**src/rtl/bba_pkg.sv**
```systemverilog
`timescale 1ns / 1ps
`default_nettype none

package bba_pkg;

   // Defaults for the top-level parameters
   localparam int DEF_MAX_BLOCKS = 1024;
   localparam int DEF_WORD_BITS  = 32;

   // Fixed field widths
   localparam int CMD_W    = 3;
   localparam int IDX_W    = 10;
   localparam int CNT_W    = 11;
   localparam int STATUS_W = 2;

   // Count register reset value
   localparam logic [CNT_W-1:0] COUNT_RESET = 11'd1024;

   // Fixed-point shift for the reciprocal that splits an index into word and bit
   localparam int DIV_SHIFT = IDX_W + 7;

   // Command codes
   localparam logic [CMD_W-1:0] CMD_ALLOC = 3'd0;
   localparam logic [CMD_W-1:0] CMD_FREE  = 3'd1;
   localparam logic [CMD_W-1:0] CMD_SET   = 3'd2;
   localparam logic [CMD_W-1:0] CMD_CLEAR = 3'd3;
   localparam logic [CMD_W-1:0] CMD_QUERY = 3'd4;

   // Status codes
   localparam logic [STATUS_W-1:0] STATUS_OK          = 2'd0;
   localparam logic [STATUS_W-1:0] STATUS_FULL        = 2'd1;
   localparam logic [STATUS_W-1:0] STATUS_DOUBLE_FREE = 2'd2;
   localparam logic [STATUS_W-1:0] STATUS_RANGE       = 2'd3;

   typedef enum logic [2:0] {
      ST_CLEAR,
      ST_IDLE,
      ST_DIVQ,
      ST_DIVR,
      ST_MODIFY,
      ST_SCAN,
      ST_DONE
   } state_type;

   // Flags returned by the word scanner
   typedef struct packed {
      logic found;   // a free block lies in this word below the count
      logic last;    // this word reaches the block count
   } scan_flags_type;

endpackage

`default_nettype wire

```
**src/rtl/bba_bitmap_ram.sv**
```systemverilog
`timescale 1ns / 1ps
`default_nettype none

module bba_bitmap_ram #(
   parameter int DEPTH = 32,
   parameter int WIDTH = 32,
   parameter int AW    = 5
) (
   input  wire logic             clock,
   input  wire logic             wr_en,
   input  wire logic [AW-1:0]    wr_addr,
   input  wire logic [WIDTH-1:0] wr_data,
   input  wire logic [AW-1:0]    rd_addr,
   output logic      [WIDTH-1:0] rd_data
);

   logic [WIDTH-1:0] mem [DEPTH];
   logic [WIDTH-1:0] rd_data_ff;

   always_ff @(posedge clock) begin
      if (wr_en) begin
         mem[wr_addr] <= wr_data;
      end
      rd_data_ff <= mem[rd_addr];
   end

   assign rd_data = rd_data_ff;

endmodule

`default_nettype wire

```
**src/rtl/bba_word_scan.sv**
```systemverilog
`timescale 1ns / 1ps
`default_nettype none

module bba_word_scan #(
   parameter int WORD_BITS = 32,
   parameter int PW        = 5,
   parameter int CW        = 11
) (
   input  wire logic [WORD_BITS-1:0] word,
   input  wire logic [CW-1:0]        base,
   input  wire logic [CW-1:0]        limit,
   output bba_pkg::scan_flags_type   flags,
   output logic      [PW-1:0]        pos
);

   logic [CW-1:0] span;

   // Bits of this word that lie below the block count
   always_comb begin
      span = (limit > base) ? (limit - base) : '0;
   end

   // Lowest clear bit within the span
   always_comb begin
      flags.found = 1'b0;
      pos         = '0;
      for (int b = WORD_BITS - 1; b >= 0; b--) begin
         if (!word[b] && (CW'(b) < span)) begin
            flags.found = 1'b1;
            pos         = PW'(b);
         end
      end
      flags.last = (CW'(base + CW'(WORD_BITS)) >= limit);
   end

endmodule

`default_nettype wire

```
**src/rtl/block_bitmap_allocator_unit.sv**
```systemverilog
`timescale 1ns / 1ps
`default_nettype none

// First-fit block allocator over a bitmap of used blocks held in one synchronous
// RAM of ceil(MAX_BLOCKS / WORD_BITS) words, one bit per block, 1 meaning used.
// One request is handled at a time. Allocate scans the bitmap one RAM word per
// cycle from word 0 and sets the lowest clear bit below the live block count,
// reading between 1 and ceil(MAX_BLOCKS / WORD_BITS) words (32 at the defaults)
// through the single RAM read port. Free, set, clear and query split the index
// into word and bit in the DIVQ and DIVR states, read the word and, for free,
// set and clear, write it back; an index out of range goes from DIVQ straight
// to its range result. The result sits in an output register, so a new request
// is taken while the previous result still waits for its transfer. After reset
// a clearing pass writes every RAM word, one a cycle, marking blocks 0 and 1
// used; no request is taken meanwhile, while block count writes are taken at
// any time. The live count is min(block_count, MAX_BLOCKS).

module block_bitmap_allocator_unit #(
   parameter int MAX_BLOCKS = bba_pkg::DEF_MAX_BLOCKS,
   parameter int WORD_BITS  = bba_pkg::DEF_WORD_BITS
) (
   input  wire logic                          clock,
   input  wire logic                          reset,
   // request channel
   input  wire logic                          req_valid,
   output logic                               req_ready,
   input  wire logic [bba_pkg::CMD_W-1:0]     req_cmd,
   input  wire logic [bba_pkg::IDX_W-1:0]     req_block_index,
   // response channel
   output logic                               rsp_valid,
   input  wire logic                          rsp_ready,
   output logic      [bba_pkg::STATUS_W-1:0]  rsp_status,
   output logic      [bba_pkg::IDX_W-1:0]     rsp_result_index,
   output logic                               rsp_bit_value,
   // block count register
   input  wire logic                          csr_valid,
   output logic                               csr_ready,
   input  wire logic [bba_pkg::CNT_W-1:0]     csr_block_count
);

   localparam int IDX_W     = bba_pkg::IDX_W;
   localparam int CNT_W     = bba_pkg::CNT_W;
   localparam int CMD_W     = bba_pkg::CMD_W;
   localparam int STATUS_W  = bba_pkg::STATUS_W;
   localparam int MAP_WORDS = (MAX_BLOCKS + WORD_BITS - 1) / WORD_BITS;
   localparam int AW        = (MAP_WORDS > 1) ? $clog2(MAP_WORDS) : 1;
   localparam int PW        = $clog2(WORD_BITS);
   localparam int CW_RAW    = $clog2(MAP_WORDS * WORD_BITS + 2 * WORD_BITS + 1);
   localparam int CW        = (CW_RAW > CNT_W) ? CW_RAW : CNT_W;
   localparam int RECIP     = (2 ** bba_pkg::DIV_SHIFT) / WORD_BITS;
   localparam int RW        = $clog2(RECIP + 1);
   localparam int PRW       = IDX_W + RW;

   localparam logic [AW-1:0]        LAST_WORD = AW'(MAP_WORDS - 1);
   localparam logic [WORD_BITS-1:0] ONE_BIT   = WORD_BITS'(1);
   localparam logic [WORD_BITS-1:0] INIT_WORD = WORD_BITS'(3);

   // control
   bba_pkg::state_type state_ff, state_in;
   logic [AW-1:0]       clr_ff, clr_in;
   logic [CNT_W-1:0]    count_ff, count_in;
   logic                rsp_valid_ff, rsp_valid_in;

   // payload
   logic [CMD_W-1:0]    cmd_ff, cmd_in;
   logic [IDX_W-1:0]    idx_ff, idx_in;
   logic [IDX_W-1:0]    quo_ff, quo_in;
   logic [AW-1:0]       word_ff, word_in;
   logic [PW-1:0]       bit_ff, bit_in;
   logic [AW-1:0]       scan_w_ff, scan_w_in;
   logic [CW-1:0]       base_ff, base_in;
   logic [STATUS_W-1:0] res_status_ff, res_status_in;
   logic [IDX_W-1:0]    res_index_ff, res_index_in;
   logic                res_bit_ff, res_bit_in;
   logic [STATUS_W-1:0] rsp_status_ff, rsp_status_in;
   logic [IDX_W-1:0]    rsp_index_ff, rsp_index_in;
   logic                rsp_bit_ff, rsp_bit_in;

   // RAM port
   logic                 ram_wr_en;
   logic [AW-1:0]        ram_wr_addr;
   logic [WORD_BITS-1:0] ram_wr_data;
   logic [AW-1:0]        ram_rd_addr;
   logic [WORD_BITS-1:0] ram_rd_data;

   // datapath helpers
   logic [CW-1:0]        live_count;
   logic                 in_range;
   logic [PRW-1:0]       quo_prod;
   logic [IDX_W-1:0]     quo_est;
   logic [IDX_W:0]       rem_raw;
   logic                 rem_fix;
   logic [IDX_W-1:0]     quo_fix;
   logic [PW-1:0]        rem_bit;
   logic [WORD_BITS-1:0] bit_mask;
   logic                 cur_bit;
   logic                 rsp_free;
   logic                 accept;

   bba_pkg::scan_flags_type scan_flags;
   logic [PW-1:0]           scan_pos;
   logic [CW-1:0]           alloc_index;

   bba_bitmap_ram #(
      .DEPTH (MAP_WORDS),
      .WIDTH (WORD_BITS),
      .AW    (AW)
   ) u_ram (
      .clock   (clock),
      .wr_en   (ram_wr_en),
      .wr_addr (ram_wr_addr),
      .wr_data (ram_wr_data),
      .rd_addr (ram_rd_addr),
      .rd_data (ram_rd_data)
   );

   bba_word_scan #(
      .WORD_BITS (WORD_BITS),
      .PW        (PW),
      .CW        (CW)
   ) u_scan (
      .word  (ram_rd_data),
      .base  (base_ff),
      .limit (live_count),
      .flags (scan_flags),
      .pos   (scan_pos)
   );

   // Shared arithmetic
   always_comb begin
      live_count = (CW'(count_ff) > CW'(MAX_BLOCKS)) ? CW'(MAX_BLOCKS) : CW'(count_ff);
      in_range   = CW'(idx_ff) < live_count;

      // word = index / WORD_BITS by reciprocal; the estimate is low by at most one
      quo_prod = PRW'(idx_ff) * PRW'(RECIP);
      quo_est  = IDX_W'(quo_prod >> bba_pkg::DIV_SHIFT);
      rem_raw  = {1'b0, idx_ff} - (IDX_W + 1)'(quo_ff * WORD_BITS);
      rem_fix  = rem_raw >= (IDX_W + 1)'(WORD_BITS);
      quo_fix  = quo_ff + IDX_W'(rem_fix);
      rem_bit  = rem_fix ? PW'(rem_raw - (IDX_W + 1)'(WORD_BITS)) : PW'(rem_raw);

      bit_mask    = ONE_BIT << bit_ff;
      cur_bit     = ram_rd_data[bit_ff];
      alloc_index = base_ff + CW'(scan_pos);

      rsp_free = !rsp_valid_ff || rsp_ready;
      accept   = req_valid && req_ready;
   end

   // Next state
   always_comb begin
      state_in = state_ff;
      unique case (state_ff)
         bba_pkg::ST_CLEAR: begin
            if (clr_ff == LAST_WORD) state_in = bba_pkg::ST_IDLE;
         end
         bba_pkg::ST_IDLE: begin
            if (accept) begin
               state_in = (req_cmd == bba_pkg::CMD_ALLOC) ? bba_pkg::ST_SCAN
                                                          : bba_pkg::ST_DIVQ;
            end
         end
         bba_pkg::ST_DIVQ: begin
            state_in = in_range ? bba_pkg::ST_DIVR : bba_pkg::ST_DONE;
         end
         bba_pkg::ST_DIVR: begin
            state_in = bba_pkg::ST_MODIFY;
         end
         bba_pkg::ST_MODIFY: begin
            state_in = bba_pkg::ST_DONE;
         end
         bba_pkg::ST_SCAN: begin
            if (scan_flags.found || scan_flags.last) state_in = bba_pkg::ST_DONE;
         end
         bba_pkg::ST_DONE: begin
            if (rsp_free) state_in = bba_pkg::ST_IDLE;
         end
         default: state_in = bba_pkg::ST_IDLE;
      endcase
   end

   // Handshake and RAM controls
   always_comb begin
      req_ready   = 1'b0;
      ram_wr_en   = 1'b0;
      ram_wr_addr = word_ff;
      ram_wr_data = ram_rd_data;
      ram_rd_addr = '0;
      unique case (state_ff)
         bba_pkg::ST_CLEAR: begin
            // sweep the map: word 0 carries the two reserved blocks
            ram_wr_en   = 1'b1;
            ram_wr_addr = clr_ff;
            ram_wr_data = (clr_ff == '0) ? INIT_WORD : '0;
         end
         bba_pkg::ST_IDLE: begin
            // word 0 is fetched at the transfer, ready for a scan
            req_ready   = 1'b1;
            ram_rd_addr = '0;
         end
         bba_pkg::ST_DIVQ: begin
            ram_rd_addr = '0;
         end
         bba_pkg::ST_DIVR: begin
            ram_rd_addr = AW'(quo_fix);
         end
         bba_pkg::ST_MODIFY: begin
            ram_wr_addr = word_ff;
            ram_rd_addr = word_ff;
            case (cmd_ff)
               bba_pkg::CMD_FREE: begin
                  ram_wr_en   = cur_bit;
                  ram_wr_data = ram_rd_data & ~bit_mask;
               end
               bba_pkg::CMD_SET: begin
                  ram_wr_en   = 1'b1;
                  ram_wr_data = ram_rd_data | bit_mask;
               end
               bba_pkg::CMD_CLEAR: begin
                  ram_wr_en   = 1'b1;
                  ram_wr_data = ram_rd_data & ~bit_mask;
               end
               default: begin
                  ram_wr_en = 1'b0;
               end
            endcase
         end
         bba_pkg::ST_SCAN: begin
            // fetch one word ahead; claim the free bit when found
            ram_rd_addr = (scan_w_ff == LAST_WORD) ? scan_w_ff : scan_w_ff + AW'(1);
            ram_wr_en   = scan_flags.found;
            ram_wr_addr = scan_w_ff;
            ram_wr_data = ram_rd_data | (ONE_BIT << scan_pos);
         end
         bba_pkg::ST_DONE: begin
            ram_rd_addr = '0;
         end
         default: begin
            ram_rd_addr = '0;
         end
      endcase
   end

   // Register next values
   always_comb begin
      clr_in        = clr_ff;
      count_in      = count_ff;
      rsp_valid_in  = rsp_valid_ff && !rsp_ready;
      cmd_in        = cmd_ff;
      idx_in        = idx_ff;
      quo_in        = quo_ff;
      word_in       = word_ff;
      bit_in        = bit_ff;
      scan_w_in     = scan_w_ff;
      base_in       = base_ff;
      res_status_in = res_status_ff;
      res_index_in  = res_index_ff;
      res_bit_in    = res_bit_ff;
      rsp_status_in = rsp_status_ff;
      rsp_index_in  = rsp_index_ff;
      rsp_bit_in    = rsp_bit_ff;

      if (csr_valid) count_in = csr_block_count;

      case (state_ff)
         bba_pkg::ST_CLEAR: begin
            clr_in = clr_ff + AW'(1);
         end
         bba_pkg::ST_IDLE: begin
            if (accept) begin
               cmd_in    = req_cmd;
               idx_in    = req_block_index;
               scan_w_in = '0;
               base_in   = '0;
            end
         end
         bba_pkg::ST_DIVQ: begin
            quo_in        = quo_est;
            res_status_in = bba_pkg::STATUS_RANGE;
            res_index_in  = idx_ff;
            res_bit_in    = 1'b0;
         end
         bba_pkg::ST_DIVR: begin
            word_in = AW'(quo_fix);
            bit_in  = rem_bit;
         end
         bba_pkg::ST_MODIFY: begin
            res_index_in = idx_ff;
            case (cmd_ff)
               bba_pkg::CMD_FREE: begin
                  res_status_in = cur_bit ? bba_pkg::STATUS_OK : bba_pkg::STATUS_DOUBLE_FREE;
                  res_bit_in    = 1'b0;
               end
               bba_pkg::CMD_SET: begin
                  res_status_in = bba_pkg::STATUS_OK;
                  res_bit_in    = 1'b1;
               end
               bba_pkg::CMD_CLEAR: begin
                  res_status_in = bba_pkg::STATUS_OK;
                  res_bit_in    = 1'b0;
               end
               default: begin
                  // query, and the unused codes that behave as query
                  res_status_in = bba_pkg::STATUS_OK;
                  res_bit_in    = cur_bit;
               end
            endcase
         end
         bba_pkg::ST_SCAN: begin
            if (scan_flags.found) begin
               res_status_in = bba_pkg::STATUS_OK;
               res_index_in  = IDX_W'(alloc_index);
               res_bit_in    = 1'b1;
            end else if (scan_flags.last) begin
               res_status_in = bba_pkg::STATUS_FULL;
               res_index_in  = '0;
               res_bit_in    = 1'b0;
            end else begin
               scan_w_in = scan_w_ff + AW'(1);
               base_in   = base_ff + CW'(WORD_BITS);
            end
         end
         bba_pkg::ST_DONE: begin
            // hand the result to the output register once it is free
            if (rsp_free) begin
               rsp_valid_in  = 1'b1;
               rsp_status_in = res_status_ff;
               rsp_index_in  = res_index_ff;
               rsp_bit_in    = res_bit_ff;
            end
         end
         default: begin
            clr_in = clr_ff;
         end
      endcase
   end

   // Control registers
   always_ff @(posedge clock) begin
      if (reset) begin
         state_ff     <= bba_pkg::ST_CLEAR;
         clr_ff       <= '0;
         count_ff     <= bba_pkg::COUNT_RESET;
         rsp_valid_ff <= 1'b0;
      end else begin
         state_ff     <= state_in;
         clr_ff       <= clr_in;
         count_ff     <= count_in;
         rsp_valid_ff <= rsp_valid_in;
      end
   end

   // Payload registers
   always_ff @(posedge clock) begin
      cmd_ff        <= cmd_in;
      idx_ff        <= idx_in;
      quo_ff        <= quo_in;
      word_ff       <= word_in;
      bit_ff        <= bit_in;
      scan_w_ff     <= scan_w_in;
      base_ff       <= base_in;
      res_status_ff <= res_status_in;
      res_index_ff  <= res_index_in;
      res_bit_ff    <= res_bit_in;
      rsp_status_ff <= rsp_status_in;
      rsp_index_ff  <= rsp_index_in;
      rsp_bit_ff    <= rsp_bit_in;
   end

   assign csr_ready        = 1'b1;
   assign rsp_valid        = rsp_valid_ff;
   assign rsp_status       = rsp_status_ff;
   assign rsp_result_index = rsp_index_ff;
   assign rsp_bit_value    = rsp_bit_ff;

endmodule

`default_nettype wire

```
**config.mk**
```make
export PLATFORM = sky130hd
export DESIGN_NAME = block_bitmap_allocator_unit
export DESIGN_NICKNAME = d
export VERILOG_FILES = /design/src/rtl/bba_pkg.sv /design/src/rtl/bba_bitmap_ram.sv /design/src/rtl/bba_word_scan.sv /design/src/rtl/block_bitmap_allocator_unit.sv
export SDC_FILE = /design/constraint.sdc
export NUM_CORES = 1
export LEC_CHECK = 0
export ABC_AREA = 1
export BUFFER_PORTS_ARGS = -buffer_cell sky130_fd_sc_hd__clkbuf_2
export CAP_MARGIN = 20
export CORE_MARGIN = 4
export CORE_UTILIZATION = 30
export CTS_BUF_LIST = sky130_fd_sc_hd__clkbuf_16
export DETAILED_ROUTE_END_ITERATION = 8
export PLACE_DENSITY = 0.48
export SYNTH_ARGS = -nofsm -noshare
export SYNTH_HDL_FRONTEND = slang
export SYNTH_SLANG_ARGS = --single-unit
```
**constraint.sdc**
```tcl
create_clock -name clock -period 6.4 [get_ports clock]
set_input_delay 0.32 -clock clock [delete_from_list [all_inputs] [get_ports clock]]
set_output_delay 0.32 -clock clock [all_outputs]
set_load 0.1 [all_outputs]
```
### Yosys cells after proc, flatten, opt, wreduce, memory -nomap -nowiden

Memory sizes are Yosys's and may differ from the RTL's. A register that Yosys moved wholly into a read port is not among the register bits.
Index checks and enable logic that the tools add are counted.

* bits in registers: 90
* bits in writable memories: 1024
* input bits: 29
* output and inout bits: 16
* memories kept: 1

Memory list
* u_ram.mem: depth 32, width 32, read ports 1, clocked after memory_dff 1, wr ports 1, line bba_bitmap_ram.sv:17 `logic [WIDTH-1:0] mem [DEPTH];`

* add/sub/neg operators: 8
* magnitude comparators: 38
* equality and inequality tests: 18
* shifts and indexed selects: 2
* mux-type cells: 109
* bitwise logic cells: 4
* reductions and logical operators: 85

Operators with widths (number)
* $mux 5: 37
* $lt 5x11->1 const A: 16
* $pmux 32 s3: 1
* $lt 4x11->1 const A: 8
* $or 32x32->32: 2
* $pmux 32 s2: 1
* $shl 1x5->32 const A: 2
* $mux 11: 5
* $lt 3x11->1 const A: 4
* $mux 1: 40
* $logic_and 1x1->1: 34
* $logic_not 1->1: 34
* $and 32x32->32: 1
* $not 32->32: 1
* $lt 1x11->1 const A: 2
* $lt 2x11->1 const A: 2
* $pmux 11 s2: 1
* $pmux 3 s7: 1
* $mux 10: 2
* $pmux 10 s2: 1
* $pmux 5 s2: 2
* $mux 3: 6
* $pmux 5 s3: 1
* $eq 3x2->1 const B: 4
* other kinds (31): 56

### Depth between registers and ports, before layout

Gate-level depths: netlist (run 1).

* word-level depth: 41
* gate-level depth with buffers: 55
* gate-level depth less buffers: 55

### Cells and area by module

From an unflattened synthesis (run 1), not the netlist that was laid out.

* cell total of the unflattened synthesis: 4702
* area total of the unflattened synthesis: 50210.7 sq um

Modules (own cells, without submodules)
* bba_bitmap_ram: instances 1, cells each 3536, area an instance 42405.7 sq um, seq. area each 31390.1 sq um
* block_bitmap_allocator_unit: instances 1, cells each 780, area an instance 5838.1 sq um, seq. area each 2352.3 sq um
* bba_word_scan: instances 1, cells each 386, area an instance 1966.9 sq um, seq. area each 0.0 sq um

### Worst setup path after synthesis (run 1)

OpenSTA, ideal clock, no wires.

* path type: register to register
* start point: register count_ff[2]
* end point: memory u_ram.mem[0][0] (enable)
* setup time: 0.421 ns
* data arrival time: 4.925 ns
* setup slack: 1.054 ns
* stages on the path, launching flop included: 34
* path buffers: 1
* clock period less this slack: 5.346 ns
* cells stage by stage: dfxtp_1 > nor2_2 > nand3_2 > nor2_4 > nor2_8 > nor2_1 > inv_1 > ha_1 > nor2_4 > nand2_2 > nand3_2 > nand2_2 > nand2_2 > nand2_4 > nand2_8 > nand2_4 > nor2_1 > inv_1 > nand2_1 > buf_2 > a21oi_4 > a21oi_1 > nor2_1 > nand2_1 > nor2_1 > inv_1 > nor2_1 > nand2_1 > inv_2 > nor2_1 > inv_1 > o211ai_1 > nand3_1 > nor2_1

* word-level cells in the longest chain between the ends: 41
* elaborated cells on any way between the ends: 104
* those cells by class: 1 x add/sub; 34 x order compare; 37 x mux; 32 x reduce/logical

RTL lines
* from (decl): line block_bitmap_allocator_unit.sv:61 `logic [CNT_W-1:0] count_ff, count_in;`
* from (signal assigned): line block_bitmap_allocator_unit.sv:343 `count_ff <= bba_pkg::COUNT_RESET;`
* from (signal assigned): line block_bitmap_allocator_unit.sv:348 `count_ff <= count_in;`
* $gt 11x11->1: line block_bitmap_allocator_unit.sv:131 `live_count = (CW'(count_ff) > CW'(MAX_BLOCKS)) ? CW'(MAX_BLOCKS) : CW'(count_ff);`
* $mux 11 (*): line block_bitmap_allocator_unit.sv:131
* $sub 11x11->11 or $gt 11x11->1 (tied branches): line bba_word_scan.sv:20 `span = (limit > base) ? (limit - base) : '0;`
* $mux 11 (*): line bba_word_scan.sv:20
* $lt 5x11->1: line bba_word_scan.sv:28 `if (!word[b] && (CW'(b) < span)) begin`
* $logic_and 1x1->1: line bba_word_scan.sv:28
* $mux 1 (31 in a row): line bba_word_scan.sv:28
* $mux 1 (*): line bba_word_scan.sv:28
* $pmux 1 s3 (*): line block_bitmap_allocator_unit.sv:189 `unique case (state_ff)`
* $mux 1 (*): line bba_bitmap_ram.sv:21 `if (wr_en) begin`
* $mux 1 (not written as such) (*): line bba_bitmap_ram.sv:22 `mem[wr_addr] <= wr_data;`
* to (decl): line bba_bitmap_ram.sv:17

Mark *: on every way between the ends. The rest lies on a longest branch, timed or not.

### Worst setup path in the final report (run 1)

* start point: register count_ff[2]
* end point: memory u_ram.mem[26][16] (enable)

Same word-level chain as after synthesis.

==> flow_metrics.env, run 1 <==
export IMPL_syn_area_um2=48900
export IMPL_synth_top_area_share_pct=66.9
export IMPL_drv_slew=0
export IMPL_diodes=0
export IMPL_synth_top_family_by_area="compound AO/OA/AOI/OAI gates"
export IMPL_power_frac_seq_pct=39.7
export IMPL_cts_sinks=1141
export IMPL_drt_wl_total_mm=147
export IMPL_grt_pass1_vias=29678
export IMPL_synth_compound_area_share_pct=12.4
export IMPL_syn_nets=3860
export IMPL_crit_slowest_cell="nor2_4"
export IMPL_swShare_pct=38.7
export IMPL_synthMuxAreaShare_pct=5.25
export IMPL_vias=30747
export IMPL_synthCells=3795
export IMPL_max_freq_mhz=167
export IMPL_end_kind="flop"
export IMPL_wl_per_cell_um=23.8
export IMPL_ant_nets=0
export IMPL_dieArea_um2=169000
export IMPL_drive_gt1_share_pct=11.2
export IMPL_root_buffer="clkbuf_16"
export IMPL_cts_clk_slew_worst_paths_ns=0.06
export IMPL_viasPerCell=4.98
export IMPL_fillCellCount=15733
export IMPL_worstPathRequired_ns=6.80
export IMPL_grt_use_total_pct=17.0
export IMPL_comb_power_share_pct=37.0
export IMPL_p_per_area_nw_per_um2=518
export IMPL_syn_area_per_cell_um2=12.9
export IMPL_setup_viol=0
export IMPL_max_stage_delay_ns=0.79
export IMPL_period_share_pct=93.8
export IMPL_pin_count=45
export IMPL_first_pass_iters=5
export IMPL_grt_ovfl_total=0
export IMPL_drv_cap=0
export IMPL_synth_fa_ha_area_share_pct=0.937
export IMPL_area_growth_pct=16.4
export IMPL_ir_worst_vdd_mv=0.276
export IMPL_finalClockSkew_ns=0.0354
export IMPL_die_x_um=412
export IMPL_synth_ff_type="edfxtp_1"
export IMPL_synth_area_leader_cell="edfxtp_1"
export IMPL_place_area_um2=52700
export IMPL_timing_final_hold_violations=0
export IMPL_synth_async_reset_ratio_pct=0
export IMPL_r2r_start="count_ff[2]$_SDFFE_PP0P_"
export IMPL_maxSlewHeadroom_pct=27.5
export IMPL_grt_max_degree=117
export IMPL_post_route_util_pct=35.3
export IMPL_route_detailed_drc=0
export IMPL_p_total_uw=29400
export IMPL_netlist_top_cells_count="edfxtp_1, o211ai_1, nand2_1"
export IMPL_globalplace_congestion=0.907
export IMPL_fin_tns_setup_ns=0
export IMPL_io_buffers=43
export IMPL_post_cts_buffers=0
export IMPL_synth_most_common_cell="edfxtp_1"
export IMPL_leakage_uw=0.0190
export IMPL_worstSetupStartpointType="flop"
export IMPL_numCtsBuffers=121
export IMPL_cts_buffer_depth=3
export IMPL_p_switching_uw=11400
export IMPL_path_max_fanout=18
export IMPL_yosys_area_share_xor_xnor_pct=0.197
export IMPL_htreeDepth=3
export IMPL_ys_types=53
export IMPL_min_from="req_valid"
export IMPL_core_area_um2=161000
export IMPL_startpoint="count_ff[2]$_SDFFE_PP0P_"
export IMPL_antenna_found_initial=0
export IMPL_outcome="finished clean"
export IMPL_ys_ff_latch=1141
export IMPL_stdcell_area_um2=56900
export IMPL_grt_pass1_wl_mm=211
export IMPL_nets=3976
export IMPL_cts_tree="done"
export IMPL_cellInternalPower_uw=18100
export IMPL_yosys_area_share_simple_pct=7.06
export IMPL_yosys_top_cells_area="edfxtp_1, o211ai_1, mux2i_1"
export IMPL_synth_edf_count=1089
export IMPL_drt_iter0_drc=2802
export IMPL_dp_hpwl_mm=81.5
export IMPL_clkLatencyLatePin_ns=0.77
export IMPL_die_h_um=412
export IMPL_grt_setup_unrepaired="no"
export IMPL_holdWs_ns=0.111
export IMPL_placementRows=147
export IMPL_yosysWarningCount=0
export IMPL_start_util_pct=30.3
export IMPL_ys_seq_area_share_pct=69.1
export IMPL_min_path_type="input port to flop"
export IMPL_tightest_slew_ns=1.09
export IMPL_p_clk_share_pct=23.2
export IMPL_min_period_ns=6.01
export IMPL_crit_arrival_ns=6.40
export IMPL_crit_type="flop to flop"
[metrics by stage]
stage	std cells	setup slack, ns
2_1_floorplan	3795	1.05
3_3_place_gp	5916	0.388
3_5_place_dp	5919	0.379
4_1_cts	6170	0.330
5_1_grt	6171	0.0000298
6_report	6171	0.394
[registers in the layout, summed over array words and instances (netlist names), 6 cells and up]
name	cells
base_ff	6
count_ff	11
idx_ff	10
res_index_ff	10
rsp_result_index	10
u_ram.mem	1024
u_ram.rd_data	32
[worst max-delay path, delay by kind of cell (launching register included)]
family / cells / cell delay, ns
DFF: 1 / 0.34
AOI/OAI and AO/OA: 2 / 0.55
and+or+nand+nor: 23 / 3.04
buffers and inverters: 8 / 1.33
adders and majority gates: 1 / 0.33
[cells in the final DEF (no fill, tap or decap), types with 28 or more instances in the layout]
master	Yosys	routed
dfxtp_1	52	52
buf_4	1	107
edfxtp_1	1089	1089
inv_1	408	440
mux2i_1	256	256
nand2_1	497	497
nand3_1	61	60
clkbuf_2	0	43
ha_1	35	35
clkbuf_16	0	122
nor3_1	28	28
clkinv_1	4	33
dlygate4sd3_1	0	28
a31oi_1	37	35
buf_12	0	32
a21oi_1	74	73
o211ai_1	534	534
nor2_4	10	43
nor2_1	160	124
o21ai_0	204	204
[routing by layer]
layer	part of all wire, %	global-route usage (%)
met5	0	0
met3	5.7	2.78
met4	3.0	5.69
met2	46	27.0
met1	45	23.8
[final cells by class]
| class | instances | area [µm²] | share of cell area, % |
|---|---|---|---|
| Inverter | 425 | 1600 | 2.82 |
| Sequential cell | 1141 | 33700 | 59.3 |
| Clock buffer | 122 | 3050 | 5.37 |
| Timing Repair Buffer | 212 | 1970 | 3.46 |
| Clock inverter | 101 | 803 | 1.41 |
| Multi-Input combinational cell | 2010 | 13000 | 22.9 |
| Tap cell | 2160 | 2700 | 4.75 |
[worst paths after layout]
kind / endpoint / slack, ns / depth (start not counted)
max: u_ram.mem[26][16]$_DFFE_PP_ / 0.39 / 34
min reg2reg: rsp_result_index[8]$_DFFE_PP_ / 0.42 / 0
min: idx_ff[2]$_DFFE_PP_ / 0.11 / 4
max reg2reg: u_ram.mem[26][16]$_DFFE_PP_ / 0.39 / 34
[cells by family (layout without fill, tap and decap cells)]
group	after synthesis	after routing
DFF	1141	1141
AOI/OAI and AO/OA	906	906
and+or+nand+nor	800	800
buffers and inverters	644	860
muxes	256	256
adders and majority gates	36	36
xor gates and xnor gates	11	11
other	1	1
[power by group through the flow]
stage | clock network, µW | logic (µW) | registers, µW
after floorplan | 0 | 6290 | 11800
after global placement | 0 | 10900 | 11800
after detailed placement | 0 | 11000 | 11800
after CTS | 7020 | 11000 | 11700
after global routing | 7320 | 11900 | 11700
final | 6840 | 10900 | 11700
[repair_timing]
item	CTS	global route
resized for setup	0	0
endpoints found under the hold margin	26	0
hold buffers	28	0
Note: power is estimated with default switching activity, not from simulation.
==> inputs of run 2 (changes only) <==
--- a/config.mk
+++ b/config.mk
@@ -9,10 +9,10 @@
 export BUFFER_PORTS_ARGS = -buffer_cell sky130_fd_sc_hd__clkbuf_2
 export CAP_MARGIN = 20
 export CORE_MARGIN = 4
-export CORE_UTILIZATION = 30
+export CORE_UTILIZATION = 40
 export CTS_BUF_LIST = sky130_fd_sc_hd__clkbuf_16
 export DETAILED_ROUTE_END_ITERATION = 8
-export PLACE_DENSITY = 0.48
+export PLACE_DENSITY = 0.59
 export SYNTH_ARGS = -nofsm -noshare
 export SYNTH_HDL_FRONTEND = slang
 export SYNTH_SLANG_ARGS = --single-unit
==> flow_metrics.env, run 2 (synthesis gave the netlist of run 1 again) <==
export IMPL_fin_tns_setup_ns=0
export IMPL_dieArea_um2=128000
export IMPL_top_register="u_ram.mem"
export IMPL_r2r_end="u_ram.mem[22][8]$_DFFE_PP_"
export IMPL_grt_pass1_wl_mm=200
export IMPL_grt_ovfl_total=0
export IMPL_finalClockSkew_ns=0.0247
export IMPL_crit_slowest_cell="nor2_4"
export IMPL_grt_pass1_vias=29516
export IMPL_p_total_uw=29300
export IMPL_cellInternalPower_uw=18300
export IMPL_end_kind="flop"
export IMPL_crit_path_end="u_ram.mem[22][8]$_DFFE_PP_"
export IMPL_swShare_pct=37.6
export IMPL_drv_slew=0
export IMPL_die_h_um=357
export IMPL_first_pass_iters=7
export IMPL_clkLatencyLatePin_ns=0.69
export IMPL_placementRows=127
export IMPL_diodes=0
export IMPL_path_max_fanout=19
export IMPL_route_detailed_drc=0
export IMPL_p_switching_uw=11000
export IMPL_worstPathRequired_ns=6.77
export IMPL_nets=3965
export IMPL_cts_sinks=1141
export IMPL_grt_setup_unrepaired="no"
export IMPL_ant_nets=0
export IMPL_grt_use_total_pct=21.3
export IMPL_drt_iter0_drc=3602
export IMPL_drv_cap=0
export IMPL_cts_tree="done"
export IMPL_tightest_slew_ns=1.05
export IMPL_holdPathStages=3
export IMPL_dp_hpwl_mm=76.0
export IMPL_pin_count=45
export IMPL_min_period_ns=5.94
export IMPL_area_growth_pct=15.4
export IMPL_min_path_type="input port to flop"
export IMPL_p_clk_share_pct=23.4
export IMPL_p_per_area_nw_per_um2=520
export IMPL_io_buffers=43
export IMPL_globalplace_congestion=0.950
export IMPL_largest_register_ffs=1024
export IMPL_grt_max_degree=150
export IMPL_drive_gt1_share_pct=11.5
export IMPL_rr_worst_depth=33
export IMPL_reg2reg_slack_ns=0.46
export IMPL_period_share_pct=92.8
export IMPL_core_area_um2=121000
export IMPL_maxSlewHeadroom_pct=29.5
export IMPL_outcome="finished clean"
export IMPL_wl_per_cell_um=24.6
export IMPL_final_common_cell="edfxtp_1"
export IMPL_vias=31321
export IMPL_cts_buffer_depth=3
export IMPL_crit_arrival_ns=6.31
export IMPL_max_stage_delay_ns=0.79
export IMPL_die_x_um=357
export IMPL_start_util_pct=40.5
export IMPL_post_place_ws_ns=0.497
export IMPL_setup_viol=0
export IMPL_cts_clk_slew_worst_paths_ns=0.06
export IMPL_timing_final_hold_violations=0
export IMPL_power_frac_seq_pct=39.8
export IMPL_max_freq_mhz=168
export IMPL_leakage_uw=0.0190
export IMPL_layout_common_cells="edfxtp_1, o211ai_1, nand2_1, inv_1, mux2i_1"
export IMPL_r2r_start="count_ff[2]$_SDFFE_PP0P_"
export IMPL_comb_power_share_pct=36.9
export IMPL_antenna_found_initial=0
export IMPL_setup_slack_ns=0.463
export IMPL_viasPerCell=5.58
export IMPL_ir_worst_vdd_mv=0.307
export IMPL_worstSetupStartpointType="flop"
export IMPL_htreeDepth=3
export IMPL_root_buffer="clkbuf_16"
export IMPL_drt_wl_total_mm=138
export IMPL_numCtsBuffers=116
export IMPL_startpoint="count_ff[2]$_SDFFE_PP0P_"
export IMPL_crit_type="flop to flop"
==> run 2: repair_timing <==
item,CTS,global route
endpoints found under the setup margin,0,34
gates resized for setup,0,1
hold buffers,28,0
setup buffers,0,5
endpoints found under the hold margin,26,0
==> run 2: cell type report <==
class                      count  area, µm²
clock buffer                 119       2980
sequential                  1141      33700
multi-input combinational   2010      13000
inverter                     425       1600
fill                       10569      64200
timing repair buffer         206       2120
clock inverter                99        896
tap                         1612       2020
==> run 2: per-stage QoR <==
step	utilization, %	std cells	cell area (µm²)	hold slack, ns
floorplan	-	3795	48900	0.389
global placement	43.2	5357	52100	0.401
detailed placement	43.2	5359	52100	0.406
CTS	46.7	5605	56300	0.153
global route	46.7	5612	56400	0.0875
finish	46.7	5612	56400	0.0704
==> run 2: worst min path at each step <==
stage / startpoint / to
floorplan: reset / rsp_valid$_SDFF_PP0_
global placement: res_index_ff[8]$_DFFE_PP_ / rsp_result_index[8]$_DFFE_PP_
detailed placement: res_index_ff[2]$_DFFE_PP_ / rsp_result_index[2]$_DFFE_PP_
CTS: csr_valid / count_ff[6]$_SDFFE_PP0P_
global route: req_valid / idx_ff[5]$_DFFE_PP_
finish: req_valid / idx_ff[5]$_DFFE_PP_
==> run 2: per-layer routing <==
layer / vias up / global-route usage (%) / share of wire [%]
met5: - / 0 / 0
met4: 0 / 6.21 / 2.8
met3: 229 / 2.47 / 6.8
met2: 1193 / 33.9 / 46
met1: 15652 / 30.9 / 44
li1: 14247 / - / -
==> run 2: power groups by stage <==
stage,Clock [µW],Sequential (µW),Combinational (µW)
6_report,6840,11600,10800
5_1_grt,7290,11700,11700
2_1_floorplan,0,11800,6290
3_5_place_dp,0,11800,10700
3_3_place_gp,0,11800,10700
4_1_cts,6960,11700,10800
==> run 2: worst max-delay path: cells and delay by family, from the launching register on <==
family	cells	cell delay [ns]
AO/OA/AOI/OAI	2	0.56
buffers and inverters	7	1.06
adder cells (fa/ha/maj)	1	0.32
flip-flops	1	0.35
AND/OR/NAND/NOR	23	3.30
